--- src/rtl/core/lfv_pkg.sv ---
package lfv_pkg;

	localparam int MAX_FRAME_BYTES = 10;
	localparam int CNT_W = 4;
	localparam int LEN_CAP = ((MAX_FRAME_BYTES + 1) > 15) ? 15 : (MAX_FRAME_BYTES + 1);

	typedef enum logic [1:0] {
		ERR_NONE     = 2'd0,
		ERR_LENGTH   = 2'd1,
		ERR_PARITY   = 2'd2,
		ERR_CHECKSUM = 2'd3
	} lfv_err_t;

	typedef struct packed {
		logic [7:0] data_byte;
		logic       last_byte;
	} lfv_in_t;

	typedef struct packed {
		logic             frame_valid;
		logic [1:0]       error_kind;
		logic [CNT_W-1:0] frame_length;
		logic [7:0]       expected_checksum;
	} lfv_out_t;

	// 8-bit add with end-around carry
	function automatic logic [7:0] fold_add(input logic [7:0] s, input logic [7:0] b);
		logic [8:0] t;
		t = {1'b0, s} + {1'b0, b};
		return t[7:0] + {7'd0, t[8]};
	endfunction

	function automatic logic parity_good(input logic [7:0] id);
		logic p0;
		logic p1;
		p0 = id[0] ^ id[1] ^ id[2] ^ id[4];
		p1 = ~(id[1] ^ id[3] ^ id[4] ^ id[5]);
		return (id[6] == p0) && (id[7] == p1);
	endfunction

endpackage

--- src/rtl/core/lfv_in_stage.sv ---
module lfv_in_stage (
	input  logic            clk,
	input  logic            arst_n,
	input  logic            item_valid,
	output logic            item_stall,
	input  lfv_pkg::lfv_in_t item_word,
	input  logic            advance,
	output logic            valid_s1,
	output lfv_pkg::lfv_in_t item_s1
);

	logic accept;

	assign item_stall = valid_s1 && !advance;
	assign accept     = item_valid && !item_stall;

	always_ff @(posedge clk or negedge arst_n) begin
		if (!arst_n) begin
			valid_s1 <= 1'b0;
		end else if (accept) begin
			valid_s1 <= 1'b1;
		end else if (advance) begin
			valid_s1 <= 1'b0;
		end
	end

	always_ff @(posedge clk) begin
		if (accept) begin
			item_s1 <= item_word;
		end
	end

endmodule

--- src/rtl/core/lfv_frame_check.sv ---
module lfv_frame_check (
	input  logic              clk,
	input  logic              arst_n,
	input  logic              fire,
	input  lfv_pkg::lfv_in_t  item_s1,
	input  logic              checksum_enhanced,
	output lfv_pkg::lfv_out_t verdict
);

	logic [lfv_pkg::CNT_W-1:0] byte_count_q;
	logic [7:0]                running_sum_q;
	logic [7:0]                held_byte_q;
	logic                      id_parity_ok_q;

	logic [lfv_pkg::CNT_W-1:0] cnt_next;
	logic [7:0]                sum_next;
	logic                      par_next;
	logic                      first;
	logic                      skip_add;
	logic                      len_ok;
	logic [7:0]                expected;
	lfv_pkg::lfv_err_t         err;

	always_comb begin
		first    = (byte_count_q == '0);
		// classic mode leaves the ID byte out when it is folded in
		skip_add = first || (byte_count_q == lfv_pkg::CNT_W'(1) && !checksum_enhanced);
		par_next = first ? lfv_pkg::parity_good(item_s1.data_byte) : id_parity_ok_q;
		sum_next = skip_add ? running_sum_q : lfv_pkg::fold_add(running_sum_q, held_byte_q);
		cnt_next = (byte_count_q < lfv_pkg::CNT_W'(lfv_pkg::LEN_CAP)) ?
			byte_count_q + lfv_pkg::CNT_W'(1) : lfv_pkg::CNT_W'(lfv_pkg::LEN_CAP);
		expected = ~sum_next;
		len_ok   = (cnt_next == lfv_pkg::CNT_W'(1)) ||
			(cnt_next >= lfv_pkg::CNT_W'(3) &&
			 cnt_next <= lfv_pkg::CNT_W'(lfv_pkg::MAX_FRAME_BYTES));
		if (!len_ok) begin
			err = lfv_pkg::ERR_LENGTH;
		end else if (!par_next) begin
			err = lfv_pkg::ERR_PARITY;
		end else if (cnt_next > lfv_pkg::CNT_W'(1) && item_s1.data_byte != expected) begin
			err = lfv_pkg::ERR_CHECKSUM;
		end else begin
			err = lfv_pkg::ERR_NONE;
		end
		verdict.frame_valid       = (err == lfv_pkg::ERR_NONE);
		verdict.error_kind        = err;
		verdict.frame_length      = cnt_next;
		verdict.expected_checksum = expected;
	end

	always_ff @(posedge clk or negedge arst_n) begin
		if (!arst_n) begin
			byte_count_q   <= '0;
			running_sum_q  <= '0;
			held_byte_q    <= '0;
			id_parity_ok_q <= 1'b0;
		end else if (fire) begin
			if (item_s1.last_byte) begin
				// drop frame state for the next frame
				byte_count_q   <= '0;
				running_sum_q  <= '0;
				held_byte_q    <= '0;
				id_parity_ok_q <= 1'b0;
			end else begin
				byte_count_q   <= cnt_next;
				running_sum_q  <= sum_next;
				held_byte_q    <= item_s1.data_byte;
				id_parity_ok_q <= par_next;
			end
		end
	end

	a_count_cap: assert property (@(posedge clk) disable iff (!arst_n)
		byte_count_q <= lfv_pkg::CNT_W'(lfv_pkg::LEN_CAP))
		else $error("byte count above cap");

	a_clear_on_last: assert property (@(posedge clk) disable iff (!arst_n)
		fire && item_s1.last_byte |=> byte_count_q == '0 && running_sum_q == '0)
		else $error("frame state not cleared after last word");

	a_idle_hold: assert property (@(posedge clk) disable iff (!arst_n)
		!fire |=> $stable(byte_count_q) && $stable(running_sum_q))
		else $error("frame state moved without a word");

endmodule

--- src/rtl/core/lfv_out_reg.sv ---
module lfv_out_reg (
	input  logic              clk,
	input  logic              arst_n,
	input  logic              load,
	input  lfv_pkg::lfv_out_t verdict,
	output logic              out_free,
	output logic              result_valid,
	input  logic              result_stall,
	output lfv_pkg::lfv_out_t result_word
);

	logic valid_q;

	assign out_free     = !valid_q || !result_stall;
	assign result_valid = valid_q;

	always_ff @(posedge clk or negedge arst_n) begin
		if (!arst_n) begin
			valid_q <= 1'b0;
		end else if (load) begin
			valid_q <= 1'b1;
		end else if (!result_stall) begin
			valid_q <= 1'b0;
		end
	end

	always_ff @(posedge clk) begin
		if (load) begin
			result_word <= verdict;
		end
	end

	a_no_overwrite: assert property (@(posedge clk) disable iff (!arst_n)
		load |-> out_free)
		else $error("pending result overwritten");

endmodule

--- src/rtl/core/lin_frame_validator_core.sv ---
// A word is held in the input register; a last word's verdict then waits in
// the result register. Throughput: one word per cycle unless item_stall; the
// two registers let a new word enter while a finished result waits downstream.
// Reset (arst_n low): all frame state clears, checksum_enhanced returns to 1,
// both valid flags drop.
module lin_frame_validator_core (
	input  logic              clk,
	input  logic              arst_n,
	input  logic              checksum_enhanced_we,
	input  logic              checksum_enhanced_wdata,
	input  logic              item_valid,
	output logic              item_stall,
	input  lfv_pkg::lfv_in_t  item_word,
	output logic              result_valid,
	input  logic              result_stall,
	output lfv_pkg::lfv_out_t result_word
);

	logic              checksum_enhanced_q;
	logic              valid_s1;
	lfv_pkg::lfv_in_t  item_s1;
	logic              advance;
	logic              out_free;
	lfv_pkg::lfv_out_t verdict;

	always_ff @(posedge clk or negedge arst_n) begin
		if (!arst_n) begin
			checksum_enhanced_q <= 1'b1;
		end else if (checksum_enhanced_we) begin
			checksum_enhanced_q <= checksum_enhanced_wdata;
		end
	end

	// a last word needs the result slot, others pass freely
	assign advance = valid_s1 && (!item_s1.last_byte || out_free);

	lfv_in_stage u_in (
		.clk        (clk),
		.arst_n     (arst_n),
		.item_valid (item_valid),
		.item_stall (item_stall),
		.item_word  (item_word),
		.advance    (advance),
		.valid_s1   (valid_s1),
		.item_s1    (item_s1)
	);

	lfv_frame_check u_check (
		.clk               (clk),
		.arst_n            (arst_n),
		.fire              (advance),
		.item_s1           (item_s1),
		.checksum_enhanced (checksum_enhanced_q),
		.verdict           (verdict)
	);

	lfv_out_reg u_out (
		.clk          (clk),
		.arst_n       (arst_n),
		.load         (advance && item_s1.last_byte),
		.verdict      (verdict),
		.out_free     (out_free),
		.result_valid (result_valid),
		.result_stall (result_stall),
		.result_word  (result_word)
	);

	a_last_waits: assert property (@(posedge clk) disable iff (!arst_n)
		valid_s1 && item_s1.last_byte && !out_free |-> item_stall)
		else $error("last word taken with result slot full");

endmodule

--- config.mk ---
export PLATFORM = sky130hd
export DESIGN_NAME = lin_frame_validator_core
export DESIGN_NICKNAME = d
export VERILOG_FILES = /design/src/rtl/core/lfv_pkg.sv /design/src/rtl/core/lfv_in_stage.sv /design/src/rtl/core/lfv_frame_check.sv /design/src/rtl/core/lfv_out_reg.sv /design/src/rtl/core/lin_frame_validator_core.sv
export SDC_FILE = /design/constraint.sdc
export NUM_CORES = 1
export LEC_CHECK = 0
export BUFFER_PORTS_ARGS = -buffer_cell sky130_fd_sc_hd__buf_2
export CAP_MARGIN = 5
export CORE_MARGIN = 1
export CORE_UTILIZATION = 58
export DETAILED_ROUTE_END_ITERATION = 7
export PLACE_DENSITY = 0.84
export SLEW_MARGIN = 10
export SYNTH_ARGS = -nofsm -noshare
export SYNTH_HDL_FRONTEND = slang
export SYNTH_SLANG_ARGS = --single-unit
--- constraint.sdc ---
create_clock -name clk -period 4.45 [get_ports clk]
set_input_delay 0.445 -clock clk [delete_from_list [all_inputs] [get_ports clk]]
set_output_delay 0.445 -clock clk [all_outputs]
set_load 0.05 [all_outputs]
==> results.md <==
- Status: finished, final reports clean
- Antenna Cells: 0
- Number of setup violations in the final report: 0
- CTS Hold Bufs: 0
- Critical Path Sink Type: flip-flop
- Rows: 24
- CP startpoint kind: flip-flop
- Setup Buffers After CTS: 0
- Crit-path most repeated cell: ha_1
- Num CTS Buffers: 5
- DRC: 0
- Largest net degree at the start of global routing: 25
- Die H: 69.9 um
- Worst-skew pair later-pin latency: 0.30 ns
- Metal1 wirelength: approximately 2400 um
- Relative slew slack: 53.9%
- CP cell instances: ha_1, fa_1, a211o_1, nand2_1, a21oi_1, o21ai_0, nand2b_1, ha_1, ha_1, o211ai_1, nor2_1, or2_2, a31oi_1, xor2_1, and4_1, a31oi_1
- Fin. max-slew vios: 0
- Clk slew on worst S/H paths: 0.08 ns
- Most common cell after layout, fill and taps aside: nand2_1
- PortBufs: 31
- Final hold viol count: 0
- Total GRT Usage: around a quarter
- Unique masters post-synth: 52
- DR vias/cell: 5.88
- ANT nets after route: 0
- P&R area growth vs syn: 11.0%
- Average cell area after synthesis: 10.3 um^2
- Global-route wire length before repair: 9010 um
- NumNets Final: 322
- Placed Cells: 338
- Data required, critical path: around 4.5 ns
- Minimum clock period: 3.88 ns
- Clock Tree Buf Depth: 2
- Post-Synthesis Cells: 260
- Total Negative Setup Slacks: 0 ns
- Gp weighted congestion: 0.921
- Setup CP Type: reg2reg
- Die Area: 0.00489 mm^2
- Cts repair resizes: 0
- DRT iter0 DRCs: 141
- Max Fclk: between 200 and 300 MHz
- Final WL: between 5000 and 6000 um
- Power Density: 504 mW/mm^2
- Slowest CP cell: dfrtp_1
- Hold crit path type: in2async
- Max Cap Viol: 0
- Largest stage delay, worst path: around 0.43 ns
- Cell Area, Synth: 0.00268 mm^2
- Initial Util: around three fifths
- Global route overflow: 0
- Drt first pass iters: 4
- Final core utilization: 67.8%
- Leak: 1.33 nW
- Clock Tree Root: clkbuf_8
- Core box area: 0.00438 mm^2
- Vias: 2036
- Ys flop type: edfxtp_1
- Layout cells sized above 1: 17.0%
- RSZ-0062 raised after global routing: no
- Die width: 69.9 um
- Maximum vdd drop: 0.000327 V
- Hold WS: 0.133 ns
- Mapped Nets: 289
- DR top layer: met4
- Number of global-route vias before repair: ~2000
- Yosys reg bits: 48
- Async SR Flop Fraction: 50.0%
- Register area share after synthesis: 49.4%
- EDFF count, synth: 24
- TritonCTS Sinks: 48
- H-tree depth: 2
- Warnings, synthesis: 0
- I/O pin count: 32
- Clock skew: 0.00579 ns
- Arrival time of the worst setup path: 3.90 ns
- Worst slew pin tran: 0.690 ns
- Fin crit share: 87.1%
- Worst-path fanout max: 5
- Fin cells: roughly 350
- Wire length on met2: about 2600 um
- TritonCTS clock tree: yes
- Antenna violations before repair: 0
- WL/cell: 15.5 um
- DR WL met3: 297 um
- Detailed Place HPWL: 4010 um
- Most frequent cells in the layout: nand2_1 (33), buf_2 (31), edfxtp_1 (24), dfrtp_1 (23), nor2_1 (18)
worst max-delay path, delay by kind of cell, from the launching register on:
kind,cells,cell delay (ns)
compound gates,6,1.04
xor+xnor,1,0.18
fa+ha+maj,4,1.09
flops,1,0.43
simple gates,5,0.85
cells in the mapped netlist, types with 3 or more instances:
cell / count / area [um^2]
nand2b_1: 4 / 25.0
nand2_1: 33 / 124
dfrtp_1: 23 / 576
edfxtp_1: 24 / 721
inv_1: 14 / 52.6
xor2_1: 6 / 52.6
o21ai_0: 16 / 80.1
or2_2: 3 / 18.8
a21oi_1: 10 / 50.1
nand3_1: 14 / 70.1
and2_1: 4 / 25.0
nor2_1: 18 / 67.6
a21o_1: 4 / 30.0
a31oi_1: 3 / 18.8
xnor2_1: 15 / 131
clkbuf_1: 5 / 18.8
ha_1: 13 / 163
o211ai_1: 3 / 22.5
and3_1: 3 / 18.8
nor2b_1: 3 / 18.8
mux2i_1: 4 / 40.0
sequential cells by signal, summed over array words and instances, names as in the netlist:
signal and count:
u_out.result_valid 1, u_in.item_s1 9, u_check.held_byte_q 8, checksum_enhanced_q 1, u_check.id_parity_ok_q 1, u_in.valid_s1 1
u_out.result_word 15, u_check.byte_count_q 4, u_check.running_sum_q 8
metrics by stage:
step | setup slack, ns | total power [mW] | instance area [um^2]
5_1_grt | 0.307 | 1.59 | 2970
2_1_floorplan | 0.894 | 1.10 | 2680
3_3_place_gp | 0.724 | 1.22 | 2880
3_5_place_dp | 0.623 | 1.23 | 2880
6_report | 0.574 | 1.50 | 2970
4_1_cts | 0.590 | 1.49 | 2970
cell families (layout without fill, tap and decap cells):
logic type                 Yosys count  count (layout)  synth area share [%]
AOI/OAI and AO/OA                   59              59                  15.4
DFF                                 48              48                  49.4
and+or+nand+nor                     92              92                  16.3
buffers and inverters               20              54                  2.85
muxes                                6               6                  2.34
xor gates and xnor gates            21              21                  6.87
adders and majority gates           14              14                  6.83
layer usage:
layer  track usage [%]  up-vias
met4              8.00        0
met2              38.7       63
li1                  -     1005
met5                 0        -
met1              31.9      960
met3              4.62        8
cell type report:
class,instances,area (um^2)
multi-input cells,192,1280
flip-flops and latches,48,1320
repair buffers,32,163
clock buffers,8,90.1
fillers,365,1410
well taps,52,65.1
inverters,14,52.6
worst paths after layout:
path	start	end	slack, ns	cells after the start
hold reg to reg	u_check.held_byte_q[6]	u_check.held_byte_q[6]	0.48	2
setup reg to reg	u_check.running_sum_q[0]	u_out.result_word[13]	0.57	16
setup / recovery	u_check.running_sum_q[0]	u_out.result_word[13]	0.57	16
max in group asynchronous	arst_n	u_check.held_byte_q[4]	3.94	1
hold / removal	arst_n	u_check.byte_count_q[3]	0.13	1
min in group clk	item_word[1]	u_in.item_s1[1]	0.32	1
power breakdown:
group,internal (mW),switching (mW),total (mW)
clock network,0.127,0.131,0.258
logic,0.240,0.389,0.629
registers,0.553,0.0565,0.609
Note: power is estimated with default switching activity, not from simulation.
